`src/rtl/rpsc_pkg.sv`:
```
// rpsc_pkg: shared types and constants of the relay power switch controller
`default_nettype none
package rpsc_pkg;

  localparam int TickW  = 12;
  localparam int BlinkW = 7;
  localparam int IdxW   = 3;

  localparam logic [TickW-1:0] TickMax = {TickW{1'b1}};

  // configuration register indexes
  localparam logic [IdxW-1:0] REG_STARTUP     = 3'd0;
  localparam logic [IdxW-1:0] REG_POLL        = 3'd1;
  localparam logic [IdxW-1:0] REG_BLINK_HALF  = 3'd2;
  localparam logic [IdxW-1:0] REG_OFF_HOLD    = 3'd3;
  localparam logic [IdxW-1:0] REG_RESET_HOLD  = 3'd4;
  localparam logic [IdxW-1:0] REG_SETTLE      = 3'd5;
  localparam logic [IdxW-1:0] REG_FAULT_HALF  = 3'd6;

  // configuration reset values
  localparam logic [TickW-1:0]  StartupDefault    = 12'd500;
  localparam logic [TickW-1:0]  PollDefault       = 12'd100;
  localparam logic [TickW-1:0]  BlinkHalfDefault  = 12'd100;
  localparam logic [BlinkW-1:0] OffHoldDefault    = 7'd10;
  localparam logic [BlinkW-1:0] ResetHoldDefault  = 7'd50;
  localparam logic [TickW-1:0]  SettleDefault     = 12'd1500;
  localparam logic [TickW-1:0]  FaultHalfDefault  = 12'd50;

  typedef enum logic [2:0] {
    PH_STARTUP = 3'd0,
    PH_POLL    = 3'd1,
    PH_HOLD    = 3'd2,
    PH_SETTLE  = 3'd3,
    PH_RELEASE = 3'd4,
    PH_FAULT   = 3'd5
  } phase_t;

  typedef struct packed {
    logic [TickW-1:0]  startup_ms;
    logic [TickW-1:0]  poll_ms;
    logic [TickW-1:0]  blink_half_ms;
    logic [BlinkW-1:0] off_hold_blinks;
    logic [BlinkW-1:0] reset_hold_blinks;
    logic [TickW-1:0]  settle_ms;
    logic [TickW-1:0]  fault_half_ms;
  } cfg_t;

  typedef struct packed {
    phase_t            phase;
    logic [TickW-1:0]  tick_count;
    logic [BlinkW-1:0] blinks_left;
    logic              blink_lit;
    logic              hold_is_reset;
    logic              relay_closed;
    logic              settle_done;
    logic              green_state;
    logic              red_state;
  } ctl_state_t;

  typedef struct packed {
    logic relay_drive;
    logic red_lamp;
    logic green_lamp;
    logic fault_latched;
  } result_t;

endpackage
`default_nettype wire

```
`src/rtl/rpsc_step.sv`:
```
// rpsc_step: next-state and result logic for one tick
`default_nettype none
module rpsc_step (
  input  rpsc_pkg::ctl_state_t state,
  input  rpsc_pkg::cfg_t       cfg,
  input  logic                 pw,
  input  logic                 rs,
  input  logic                 ok,
  output rpsc_pkg::ctl_state_t state_next,
  output rpsc_pkg::result_t    res
);
  import rpsc_pkg::*;

  logic [TickW-1:0]  tick_inc;
  logic [TickW-1:0]  limit;
  logic              reached;
  logic              held;
  logic [BlinkW-1:0] blinks_dec;

  // saturating tick counter
  assign tick_inc = (state.tick_count < TickMax) ? state.tick_count + 1'b1 : state.tick_count;

  always_comb begin
    case (state.phase)
      PH_STARTUP: limit = cfg.startup_ms;
      PH_POLL:    limit = cfg.poll_ms;
      PH_HOLD:    limit = cfg.blink_half_ms;
      PH_SETTLE:  limit = cfg.settle_ms;
      PH_FAULT:   limit = cfg.fault_half_ms;
      default:    limit = '0;
    endcase
  end

  assign reached = tick_inc >= limit;
  assign held    = state.hold_is_reset ? rs : pw;

  always_comb begin
    if (state.hold_is_reset && pw) begin
      blinks_dec = '0;
    end else if (state.blinks_left != '0) begin
      blinks_dec = state.blinks_left - 1'b1;
    end else begin
      blinks_dec = '0;
    end
  end

  // next state
  always_comb begin
    state_next = state;
    if (state.phase != PH_FAULT && state.relay_closed && state.settle_done && !ok) begin
      state_next.phase        = PH_FAULT;
      state_next.relay_closed = 1'b0;
      state_next.green_state  = 1'b0;
      state_next.red_state    = 1'b1;
      state_next.tick_count   = '0;
    end else begin
      case (state.phase)
        PH_STARTUP, PH_POLL: begin
          state_next.tick_count = tick_inc;
          if (reached) begin
            if (rs) begin
              if (state.relay_closed) begin
                state_next.hold_is_reset = 1'b1;
                state_next.blinks_left   = cfg.reset_hold_blinks;
                state_next.blink_lit     = 1'b1;
                state_next.green_state   = 1'b1;
                state_next.tick_count    = '0;
                state_next.phase         = PH_HOLD;
              end else begin
                state_next.green_state = 1'b1;
                state_next.phase       = PH_RELEASE;
              end
            end else if (pw) begin
              if (!state.relay_closed) begin
                state_next.relay_closed = 1'b1;
                state_next.red_state    = 1'b1;
                state_next.settle_done  = 1'b0;
                state_next.green_state  = 1'b1;
                state_next.tick_count   = '0;
                state_next.phase        = PH_SETTLE;
              end else begin
                state_next.hold_is_reset = 1'b0;
                state_next.blinks_left   = cfg.off_hold_blinks;
                state_next.blink_lit     = 1'b1;
                state_next.green_state   = 1'b1;
                state_next.tick_count    = '0;
                state_next.phase         = PH_HOLD;
              end
            end else begin
              state_next.tick_count = '0;
            end
          end
        end
        PH_HOLD: begin
          state_next.tick_count = tick_inc;
          if (reached) begin
            state_next.tick_count = '0;
            if (state.blink_lit) begin
              state_next.blink_lit   = 1'b0;
              state_next.green_state = 1'b0;
            end else begin
              state_next.blinks_left = blinks_dec;
              if (!held) begin
                state_next.phase = PH_RELEASE;
              end else if (blinks_dec == '0) begin
                state_next.relay_closed = 1'b0;
                state_next.red_state    = 1'b0;
                state_next.green_state  = 1'b1;
                state_next.phase        = PH_RELEASE;
              end else begin
                state_next.blink_lit   = 1'b1;
                state_next.green_state = 1'b1;
              end
            end
          end
        end
        PH_SETTLE: begin
          state_next.tick_count = tick_inc;
          if (reached) begin
            state_next.settle_done = 1'b1;
            state_next.phase       = PH_RELEASE;
          end
        end
        PH_RELEASE: begin
          if (pw || rs) begin
            state_next.green_state = 1'b1;
          end else begin
            state_next.green_state = 1'b0;
            state_next.phase       = PH_POLL;
            state_next.tick_count  = '0;
          end
        end
        PH_FAULT: begin
          state_next.tick_count = tick_inc;
          if (reached) begin
            state_next.tick_count = '0;
            state_next.red_state  = !state.red_state;
          end
        end
        default: begin
          state_next.green_state = 1'b0;
          state_next.phase       = PH_POLL;
          state_next.tick_count  = '0;
        end
      endcase
    end
  end

  // result fields
  always_comb begin
    res.relay_drive   = state_next.relay_closed;
    res.red_lamp      = state_next.red_state;
    res.green_lamp    = state_next.green_state;
    res.fault_latched = (state_next.phase == PH_FAULT);
  end

endmodule
`default_nettype wire

```
`src/rtl/relay_power_switch_controller_unit.sv`:
```
// relay_power_switch_controller_unit: relay controller top level with handshake stages
//
//   channel  direction  handshake            payload
//   in       input      in_valid/in_ready    power_button, reset_button, supply_ok
//   out      output     out_valid/out_ready  relay_drive, red_lamp, green_lamp, fault_latched
//   cfg      input      cfg_valid/cfg_ready  cfg_index, cfg_data
//
// one tick per clock cycle sustained unless the output stalls; a tick's result is presented after
// acceptance via the input register, then the result register after the state update
// the whole state update of a tick is a single combinational pass in rpsc_step
// rst clears state and loads the default configuration; cfg_ready is always high
// a stalled result register holds the input register, which then stalls the input
`default_nettype none
module relay_power_switch_controller_unit (
  input  logic                       clk,
  input  logic                       rst,
  input  logic                       in_valid,
  output logic                       in_ready,
  input  logic                       power_button,
  input  logic                       reset_button,
  input  logic                       supply_ok,
  output logic                       out_valid,
  input  logic                       out_ready,
  output logic                       relay_drive,
  output logic                       red_lamp,
  output logic                       green_lamp,
  output logic                       fault_latched,
  input  logic                       cfg_valid,
  output logic                       cfg_ready,
  input  logic [rpsc_pkg::IdxW-1:0]  cfg_index,
  input  logic [rpsc_pkg::TickW-1:0] cfg_data
);
  import rpsc_pkg::*;

  cfg_t       cfg;
  ctl_state_t state;
  ctl_state_t state_next;
  result_t    res;
  logic       in_q_valid;
  logic       in_q_pw;
  logic       in_q_rs;
  logic       in_q_ok;
  logic       advance;

  assign cfg_ready = 1'b1;
  assign advance   = in_q_valid && (!out_valid || out_ready);
  assign in_ready  = !in_q_valid || advance;

  always_ff @(posedge clk) begin
    if (rst) begin
      cfg.startup_ms        <= StartupDefault;
      cfg.poll_ms           <= PollDefault;
      cfg.blink_half_ms     <= BlinkHalfDefault;
      cfg.off_hold_blinks   <= OffHoldDefault;
      cfg.reset_hold_blinks <= ResetHoldDefault;
      cfg.settle_ms         <= SettleDefault;
      cfg.fault_half_ms     <= FaultHalfDefault;
    end else if (cfg_valid) begin
      case (cfg_index)
        REG_STARTUP:    cfg.startup_ms        <= cfg_data;
        REG_POLL:       cfg.poll_ms           <= cfg_data;
        REG_BLINK_HALF: cfg.blink_half_ms     <= cfg_data;
        REG_OFF_HOLD:   cfg.off_hold_blinks   <= cfg_data[BlinkW-1:0];
        REG_RESET_HOLD: cfg.reset_hold_blinks <= cfg_data[BlinkW-1:0];
        REG_SETTLE:     cfg.settle_ms         <= cfg_data;
        REG_FAULT_HALF: cfg.fault_half_ms     <= cfg_data;
        default: ;
      endcase
    end
  end

  // input register
  always_ff @(posedge clk) begin
    if (rst) begin
      in_q_valid <= 1'b0;
    end else if (in_valid && in_ready) begin
      in_q_valid <= 1'b1;
    end else if (advance) begin
      in_q_valid <= 1'b0;
    end
  end

  always_ff @(posedge clk) begin
    if (in_valid && in_ready) begin
      in_q_pw <= power_button;
      in_q_rs <= reset_button;
      in_q_ok <= supply_ok;
    end
  end

  rpsc_step u_step (
    .state      (state),
    .cfg        (cfg),
    .pw         (in_q_pw),
    .rs         (in_q_rs),
    .ok         (in_q_ok),
    .state_next (state_next),
    .res        (res)
  );

  always_ff @(posedge clk) begin
    if (rst) begin
      state.phase         <= PH_STARTUP;
      state.tick_count    <= '0;
      state.blinks_left   <= '0;
      state.blink_lit     <= 1'b0;
      state.hold_is_reset <= 1'b0;
      state.relay_closed  <= 1'b0;
      state.settle_done   <= 1'b0;
      state.green_state   <= 1'b0;
      state.red_state     <= 1'b0;
    end else if (advance) begin
      state <= state_next;
    end
  end

  // result register
  always_ff @(posedge clk) begin
    if (rst) begin
      out_valid <= 1'b0;
    end else if (advance) begin
      out_valid <= 1'b1;
    end else if (out_ready) begin
      out_valid <= 1'b0;
    end
  end

  always_ff @(posedge clk) begin
    if (advance) begin
      relay_drive   <= res.relay_drive;
      red_lamp      <= res.red_lamp;
      green_lamp    <= res.green_lamp;
      fault_latched <= res.fault_latched;
    end
  end

`ifndef ASSERT_OFF
  // a latched fault is left only through reset
  a_fault_sticks: assert property (@(posedge clk) disable iff (rst)
    state.phase == PH_FAULT |=> state.phase == PH_FAULT)
    else $error("fault phase left without reset");

  // red is always lit while the relay is closed
  a_red_with_relay: assert property (@(posedge clk)
    state.relay_closed |-> state.red_state)
    else $error("relay closed with red lamp off");

  // a delivered fault never comes with the relay driven
  a_fault_relay_open: assert property (@(posedge clk) disable iff (rst)
    out_valid && fault_latched |-> !relay_drive)
    else $error("relay driven in fault");

  // a held tick in the input register is not dropped
  a_in_held: assert property (@(posedge clk) disable iff (rst)
    in_q_valid && !advance |=> in_q_valid)
    else $error("input register lost a transaction");
`endif

endmodule
`default_nettype wire

```
`config.mk`:
```
export PLATFORM = sky130hd
export DESIGN_NAME = relay_power_switch_controller_unit
export DESIGN_NICKNAME = d
export VERILOG_FILES = /design/src/rtl/rpsc_pkg.sv /design/src/rtl/rpsc_step.sv /design/src/rtl/relay_power_switch_controller_unit.sv
export SDC_FILE = /design/constraint.sdc
export NUM_CORES = 1
export LEC_CHECK = 0
export CORE_ASPECT_RATIO = 1.5
export CORE_MARGIN = 4
export CORE_UTILIZATION = 45
export DETAILED_ROUTE_END_ITERATION = 16
export DONT_BUFFER_PORTS = 1
export GPL_TIMING_DRIVEN = 0
export PLACE_DENSITY_LB_ADDON = 0.1
export SETUP_SLACK_MARGIN = 0.05
export SLEW_MARGIN = 20
export SYNTH_ARGS = -nofsm -noshare
export SYNTH_HDL_FRONTEND = slang
export SYNTH_SLANG_ARGS = --single-unit
export TNS_END_PERCENT = 5
```
`constraint.sdc`:
```
create_clock -name clk -period 3.95 [get_ports clk]
set_clock_uncertainty 0.15 [all_clocks]
set_input_delay 0.395 -clock clk [delete_from_list [all_inputs] [get_ports clk]]
set_output_delay 0.395 -clock clk [all_outputs]
set_load 0.05 [all_outputs]
```
# Word level (Yosys, flattened, before mapping)
# Index checks and enable logic that the tools add are counted.
[word_totals] wordCells=148 in_bits=23 ff_bits=111 output_inout_bits=7
[op_classes] n_eq_ne=26 n_bitwise=1 n_reduce_logical=36 n_addsub=2 mux=56 n_lt_le_gt_ge=2
[op_table] cell="$pmux W12 S5" n=2
[op_table] cell="$mux W12" n=3
[op_table] cell="$mux W15" n=2
[op_table] cell="$mux W28" n=1
[op_table] cell="$mux W13" n=2
[op_table] cell="$mux W24" n=1
[op_table] cell="$mux W1" n=23
[op_table] cell="$mux W23" n=1
[op_table] cell="$mux W21" n=1
[op_table] cell="$mux W7" n=3
[op_table] cell="$eq A3 B3 Y1 const B" n=6
[op_table] cell="$mux W3" n=6
[op_table] cell="$pmux W8 S2" n=1
[op_table] cell="$reduce_and A2 Y1" n=8
[op_table] cell="$reduce_and A8 Y1" n=2
[op_table] cell="$pmux W3 S5" n=1
[op_table] cell="$add A12 B1 Y12 const B" n=1
[op_table] cell="$eq A3 B2 Y1 const B" n=4
[op_table] cell="$ge A12 B12 Y1" n=1
[op_table] cell="$lt A12 B12 Y1 const B" n=1
[op_table] cell="$ne A2 B2 Y1 const B" n=6
[op_table] cell="$ne A3 B3 Y1 const B" n=4
[op_table] cell="$reduce_bool A2 Y1" n=5
[op_table] cell="$mux W9" n=1
[op_table] cell="18 further kinds" n=37

# Longest topological paths before layout
# Gate-level depths: netlist of run 1.
[depth] depth_word=11 ltp_mapped=16 mapped_depth_nobuf=15

# Modules after synthesis
# Synthesis of run 1 repeated with hierarchy kept, for this count alone.
[hier_totals] hier_cells=781 area_unflattened_um2=6463.7
[by_module_without_submodules] mod="relay_power_switch_controller_unit" area_per_inst_um2=4279.1 instances=1 cells_per_inst=439 seq_area_each_um2=2292.2
[by_module_without_submodules] mod="rpsc_step" area_per_inst_um2=2184.6 instances=1 cells_per_inst=342 seq_area_each_um2=0.0

# Worst setup path before layout of run 1
# No wires, ideal clock.
[synth_timing] path_kind="register to register" startpoint="register, netlist name state[13]" endpoint="register, netlist name state[17]" arrival_ps=3286 required_time_ps=3683 path_buffers=2 setup_time_ps=117 path_slack_ps=397 period_less_slack_ps=3553 path_stages_with_launch=16 path_cell_list="dfxtp_1 -> ha_1 -> and3_1 -> nand3_1 -> or3_1 -> clkbuf_1 -> nand4_1 -> xnor2_1 -> ha_1 -> nand2_1 -> nor3_1 -> a21oi_1 -> o21a_1 -> a221o_1 -> buf_2 -> a32o_1"
[synth_between] elab_chain_cells=7 elab_cells_between_ends=11 cone_classes="1 x add/sub; 2 x order compare; 8 x mux"
[synth_rtl] element="$add A12 B1 Y12 / $lt A12 B12 Y1 (equally long branches)" line="rpsc_step.sv:21" rtl="assign tick_inc = (state.tick_count < TickMax) ? state.tick_count + 1'b1 : state.tick_count;"
[synth_rtl] element="$mux W12 (*)" line="rpsc_step.sv:21"
[synth_rtl] element="parallel branches: the longest is 3 deep, another holds $ge A12 B12 Y1"
[synth_rtl] element="$pmux W12 S5 (*)" line="rpsc_step.sv:57" rtl="case (state.phase)"
[synth_rtl] element="$mux W15 (*)" line="rpsc_step.sv:50" rtl="if (state.phase != PH_FAULT && state.relay_closed && state.settle_done && !ok) begin"
# Every way passes the cells marked *. The select of a mux whose other input is x is not followed.
# A chain may end at the register's enable or synchronous reset.

# Worst setup path in the final report of run 1
[layout_timing] startpoint="register, netlist name state[14]" endpoint="register, netlist name state[18]"
[layout_between] elab_chain_cells=7 elab_cells_between_ends=11 cone_classes="1 x add/sub; 2 x order compare; 8 x mux"
[layout_rtl] element="$add A12 B1 Y12 / $lt A12 B12 Y1 (equally long branches)" line="rpsc_step.sv:21"
[layout_rtl] element="$mux W12 (*)" line="rpsc_step.sv:21"
[layout_rtl] element="parallel branches: the longest is 3 deep, another holds $ge A12 B12 Y1"
[layout_rtl] element="$pmux W12 S5 (*)" line="rpsc_step.sv:57"
[layout_rtl] element="$mux W15 (*)" line="rpsc_step.sv:50"
# Marked as above.

==> flow_metrics.tcl, run 1 <==
set metrics [dict create \
    via_per_inst 5.78 \
    grt_pass1_wl_um 26400 \
    root_buffer "clkbuf_16" \
    fin_crit_ns 3.68 \
    grt_usage_pct 22.7 \
    fill_cells 1248 \
    die-height_um 147 \
    synthCells 721 \
    grt_pass1_vias 5157 \
    placement.io_buffers 0 \
    syn_area_um2 5760 \
    worstSetupPathDepth 14 \
    crit_buf_inv 1 \
    core_area_um2 12500 \
    grt_overflow 0 \
    p_comb_share_pct 8.8 \
    clock_latency_ns 0.35 \
    netlist.area_leader.share_pct 36.2 \
    syn-num-nets 758 \
    setup_slack_ns 0.267 \
    yosys.area.top_type "dfxtp_1" \
    layout_worst_path_cycle_share_pct 93.2 \
    clkTransAtPathRegs_ns 0.08 \
    synth_warnings 0 \
    ys.flop_type "dfxtp_1" \
    yosysSeqAreaShare_pct 39.8 \
    synth_edf_count 7 \
    num_rows 50 \
    dp_hpwl_um 12000 \
    ctsLongestPathBuffers 2 \
    swShare_pct 26.0 \
    post-place-ws_ns -0.359 \
    vias 5194 \
    endpoint_kind "flip-flop" \
    hold_path_depth 1 \
    path_class "reg -> reg" \
    p_sw_mw 0.609 \
    p_seq_share_pct 50.5 \
    place_congestion 0.913 \
    yosys-top-cells-area "dfxtp_1, nand2_1, a21oi_1" \
    worstPathArrival_ns 3.77 \
    power.internal_mw 1.73 \
    ir_drop_v 0.000237 \
    max_stage_delay_ns 0.46 \
    num_antenna_cells 0 \
    worstMarginPinSlew_ns 0.787 \
    cp_common_cell "ha_1" \
    crit_family "simple AND/OR/NAND/NOR gates" \
    avgRoutedWirePerCell_um 18.2 \
    critPathSlowestCell "or3_4" \
    yosysMostFrequentCell "nand2_1" \
    grt_max_degree 20 \
    cts-htree-levels 3 \
    fin_tns_setup_ns 0 \
    die_area_um2 14700 \
    hold_viol 0 \
    r2r_cells 14 \
    clkPwrFrac_pct 40.7 \
    areaGrowthSynthToFinish_pct 11.0 \
    finalPower_mw 2.34 \
    finalSetupViolCount 0 \
    drt_iter0_markers 338 \
    drc 0 \
    synth-async-reset-ratio_pct 0 \
    die_x_um 100 \
    clock-sinks 111 \
    rsz0062_at_grt "false" \
    maxSlewViolCount 0 \
    drive_above_1_share_pct 9.02 \
    yosysUniqueCellTypes 62 \
    netlist_top_cells_count "nand2_1, dfxtp_1, a21oi_1, nor2_1, clkbuf_1" \
    total_leakage_power_nw 2.30 \
    min_path_type "in -> reg" \
    ant_nets 0 \
    cts_buffers 9 \
    startpoint_type "flip-flop" \
    wl_um 16300 \
    cap_violations 0 \
    cts_tree "built" \
    path_max_fanout 10 \
    cp_cell_sequence "ha_1 -> and3_1 -> nand3_2 -> or3_4 -> nand4_1 -> xnor2_1 -> ha_1 -> nand2_1 -> nor3_2 -> a21oi_2 -> o21a_2 -> a221o_1 -> clkbuf_4 -> a32o_1" \
    start_util_pct 46.0 \
    ys_ff_latch 111 \
    boundaryPins 30 \
    nets 775 \
    fmax_mhz 272 \
    power_density_nw_per_um2 367 \
    drt_pass1_iterations 5 \
    relSlewSlack_pct 47.3 \
    worst_ep_required_time_ns 4.04 \
    syn_avg_cell_area_um2 7.99 \
    status "complete, no violations" \
    antenna_found_initial 0 \
]
[sequential cells by signal (all words and copies together) (netlist names)]
register       cells
cfg               74
fault_latched      1
green_lamp         1
in_q_ok            1
in_q_pw            1
in_q_rs            1
in_q_valid         1
out_valid          1
red_lamp           1
relay_drive        1
state             28
[power by group through the flow]
| stage | clock network, mW | registers [mW] | logic [mW] |
|---|---|---|---|
| 2_1_floorplan | 0 | 1.20 | 0.145 |
| 3_3_place_gp | 0 | 1.21 | 0.195 |
| 3_5_place_dp | 0 | 1.21 | 0.199 |
| 4_1_cts | 0.969 | 1.18 | 0.203 |
| 5_1_grt | 1.01 | 1.19 | 0.232 |
| 6_report | 0.955 | 1.18 | 0.206 |
[cell type report]
cell class	instances	area (um^2)	area share [%]
multi-input cells	557	3310	51.7
flip-flops and latches	111	2290	35.9
clock buffers	10	229	3.58
well taps	156	195	3.05
plain buffers	43	188	2.93
clock inverters	6	77.6	1.21
repair buffers	9	77.6	1.21
inverters	7	26.3	0.411
[layout by cell type (no fill, tap or decap), types with 5 or more instances in the layout]
master	Yosys	layout
o21ai_1	14	11
nor2_1	50	49
a21oi_1	61	59
nand2b_1	10	10
mux2i_1	26	26
nand3_1	22	21
dfxtp_1	104	103
nand2_1	162	162
and3_1	11	11
clkbuf_1	39	31
nor2b_1	17	17
buf_4	1	6
a22oi_1	19	19
nand3b_1	19	19
nor3_1	12	10
and2_1	5	5
xnor2_1	8	8
mux2_2	12	12
a31oi_1	7	7
a211o_1	11	11
clkbuf_16	0	9
ha_1	14	14
nand4_1	7	7
o21ai_0	15	15
edfxtp_1	7	7
buf_2	4	5
[worst paths after layout]
check / startpoint / end / slack, ns
worst max-delay path: state[14] / state[18] / 0.27
worst min-delay path: cfg_data[7] / cfg[69] / 0.01
worst max register to register: state[14] / state[18] / 0.27
worst min register to register: cfg[46] / cfg[46] / 0.31
[stage by stage]
step / std cells / hold WS [ns] / instance area, um^2 / util [%]
after global routing: 899 / 0.00730 / 6390 / 51.1
after detailed placement: 877 / 0.296 / 5960 / 47.6
after floorplan: 721 / 0.282 / 5760 / -
after global placement: 877 / 0.291 / 5950 / 47.6
final: 899 / 0.0106 / 6390 / 51.1
after CTS: 897 / 0.00342 / 6340 / 50.6
[per-layer routing]
metal | global-route usage, % | share of wire [%]
met2 | 39.1 | 51
met1 | 28.3 | 42
met5 | 0 | 0
met4 | 7.82 | 2.1
met3 | 3.59 | 4.8
[kinds of logic (layout without fill, tap and decap cells)]
| kind of cell | Yosys count | after routing | synth area share [%] |
|---|---|---|---|
| compound gates | 165 | 165 | 18.3 |
| simple gates | 327 | 327 | 26.2 |
| xor+xnor | 10 | 10 | 1.52 |
| buf+inv | 53 | 75 | 3.61 |
| mux | 40 | 40 | 7.45 |
| flops | 111 | 111 | 39.8 |
| fa+ha+maj | 14 | 14 | 3.04 |
| other cells | 1 | 1 | 0.0651 |
[repair_timing]
action                     CTS  global route
hold endpoints to repair     3             1
pin swaps                    1             3
hold buffers                 3             1
buffers inserted             2             3
resized for setup           12            14
setup endpoints to repair   31            26
No activity file was read; power rests on OpenSTA's default activity.
==> run 2, diff against run 1 <==
CELL_PAD_IN_SITES_DETAIL_PLACEMENT = 0   (was unset)
CELL_PAD_IN_SITES_GLOBAL_PLACEMENT = 1   (was unset)
CORE_UTILIZATION = 26   (was 45)
REMOVE_ABC_BUFFERS = 1   (was unset)
==> run 2 against run 1 <==
Effect of this change: critical path depth down 1; total power down 1.8%; flip-flop and latch count is the same; non-clock buffer count down 25; combinational power grew 2%; critical path type unchanged; sequential share of layout area fell by 0.87 points; critical endpoint is now red_lamp; via count fell by 1.7%.
==> flow_metrics.tcl, run 2 (synthesis results as in run 1) <==
set metrics [dict create \
    path_class "reg -> reg" \
    grt_overflow 0 \
    die_area_um2 24600 \
    relSlewSlack_pct 39.2 \
    core_area_um2 21700 \
    final_cell_mix "nand2_1, dfxtp_1, a21oi_1" \
    r2r_start "state[14]" \
    cts_buffers 9 \
    vias 5105 \
    nets 751 \
    use_met1_pct 18.1 \
    ir_drop_v 0.000210 \
    via_per_inst 5.15 \
    status "complete, no violations" \
    clkTransAtPathRegs_ns 0.08 \
    layout_worst_path_cycle_share_pct 93.9 \
    grt_usage_pct 15.9 \
    power_density_nw_per_um2 350 \
    clock-sinks 111 \
    regMostFlops "cfg" \
    r2r-end "red_lamp" \
    path_max_fanout 10 \
    r2r_cells 13 \
    worst_ep_required_time_ns 3.92 \
    largest_reg_flops 74 \
    areaGrowthSynthToFinish_pct 14.1 \
    worstPathArrival_ns 3.68 \
    worstMarginPinSlew_ns 0.909 \
    reg.largest.list "cfg x74, state x28" \
    place_congestion 0.782 \
    wl_um 19000 \
    fin_tns_setup_ns 0 \
    grt_pass1_vias 5134 \
    placement.io_buffers 0 \
    reg2reg_slack_ns 0.24 \
    min_path_type "in -> reg" \
    drc 0 \
    avgRoutedWirePerCell_um 19.2 \
    drt_iter0_markers 229 \
    antenna_found_initial 0 \
    num_antenna_cells 0 \
    fin_crit_ns 3.71 \
    boundaryPins 30 \
    grtUsageMet3_pct 3.03 \
    total_leakage_power_nw 2.29 \
    drive_above_1_share_pct 9.32 \
    cap_violations 0 \
    layout.cells.most_common "nand2_1" \
    endpoint "red_lamp" \
    hold_viol 0 \
    root_buffer "clkbuf_16" \
    rsz0062_at_grt "true" \
    ctsLongestPathBuffers 2 \
    startpoint_type "flip-flop" \
    ant_nets 0 \
    fmax_mhz 270 \
    grt.met2_usage_pct 29.0 \
    cts-htree-levels 3 \
    finalPower_mw 2.30 \
    die_x_um 130 \
    drt_pass1_iterations 6 \
    finalSetupViolCount 0 \
    grt_max_degree 81 \
    num_rows 66 \
    dp_hpwl_um 12000 \
    crit_start "state[14]" \
    grt_pass1_wl_um 29500 \
    clock_latency_ns 0.37 \
    die-height_um 190 \
    cts_tree "built" \
    maxSlewViolCount 0 \
    start_util_pct 26.5 \
    endpoint_kind "flip-flop" \
    grt-busiest-layer "met2" \
]
-- run 2: critical path, cell delays in order, from the launching register on --
cell and delay [ns]:
dfxtp_1 0.37, ha_1 0.20, and3_1 0.19, nand3_1 0.16, or3_4 0.48, mux2_2 0.32, ha_1 0.29, nand2_1 0.05
o21ai_1 0.21, a21oi_2 0.12, o21a_4 0.27, or3_1 0.38, a21oi_2 0.17, a21boi_1 0.09
-- run 2: worst min-delay path by stage --
stage | start | end | depth (start not counted)
6_report | cfg_data[6] | cfg[37] | 2
5_1_grt | cfg_data[7] | cfg[7] | 2
4_1_cts | cfg_data[7] | cfg[7] | 2
3_5_place_dp | cfg[53] | cfg[53] | 2
3_3_place_gp | cfg[41] | cfg[41] | 2
2_1_floorplan | cfg[38] | cfg[38] | 2
-- run 2: layer usage --
metal	vias up	part of all wire, %
met2	96	53
li1	2528	-
met5	-	0
met4	0	2.4
met3	33	3.4
met1	2448	42
-- run 2: what timing repair did --
action | in CTS | in global routing
resized for setup | 12 | 7
gates cloned | 1 | 0
endpoints found under the setup margin | 32 | 30
pin swaps | 2 | 3
setup buffers | 0 | 6
hold endpoints to repair | 96 | 0
hold buffers | 18 | 0
-- run 2: power breakdown --
| part | total [mW] | internal (mW) | switching [mW] |
|---|---|---|---|
| Combinational | 0.210 | 0.0756 | 0.134 |
| Clock | 0.895 | 0.450 | 0.445 |
| Sequential | 1.20 | 1.16 | 0.0382 |
| Total | 2.30 | 1.68 | 0.618 |
-- run 2: final cells by class --
type | instances | area (um^2)
Tap cell | 272 | 340
Inverter | 7 | 26.3
Clock buffer | 12 | 246
Multi-Input combinational cell | 558 | 3340
Sequential cell | 111 | 2300
Clock inverter | 4 | 28.8
Fill cell | 2303 | 15100
Timing Repair Buffer | 27 | 285
-- run 2: stage by stage --
step / utilization [%] / std cells / worst slack, ns / hold WS (ns) / area (um^2)
floorplan: - / 675 / 0.0538 / 0.277 / 5580
global placement: 27.2 / 947 / -1.87 / 0.284 / 5920
detailed placement: 27.5 / 950 / -1.17 / 0.291 / 5980
CTS: 29.9 / 985 / 0.00401 / 0.000137 / 6500
global route: 30.3 / 991 / -0.0253 / 0.00259 / 6570
finish: 30.3 / 991 / 0.241 / 0.0109 / 6570
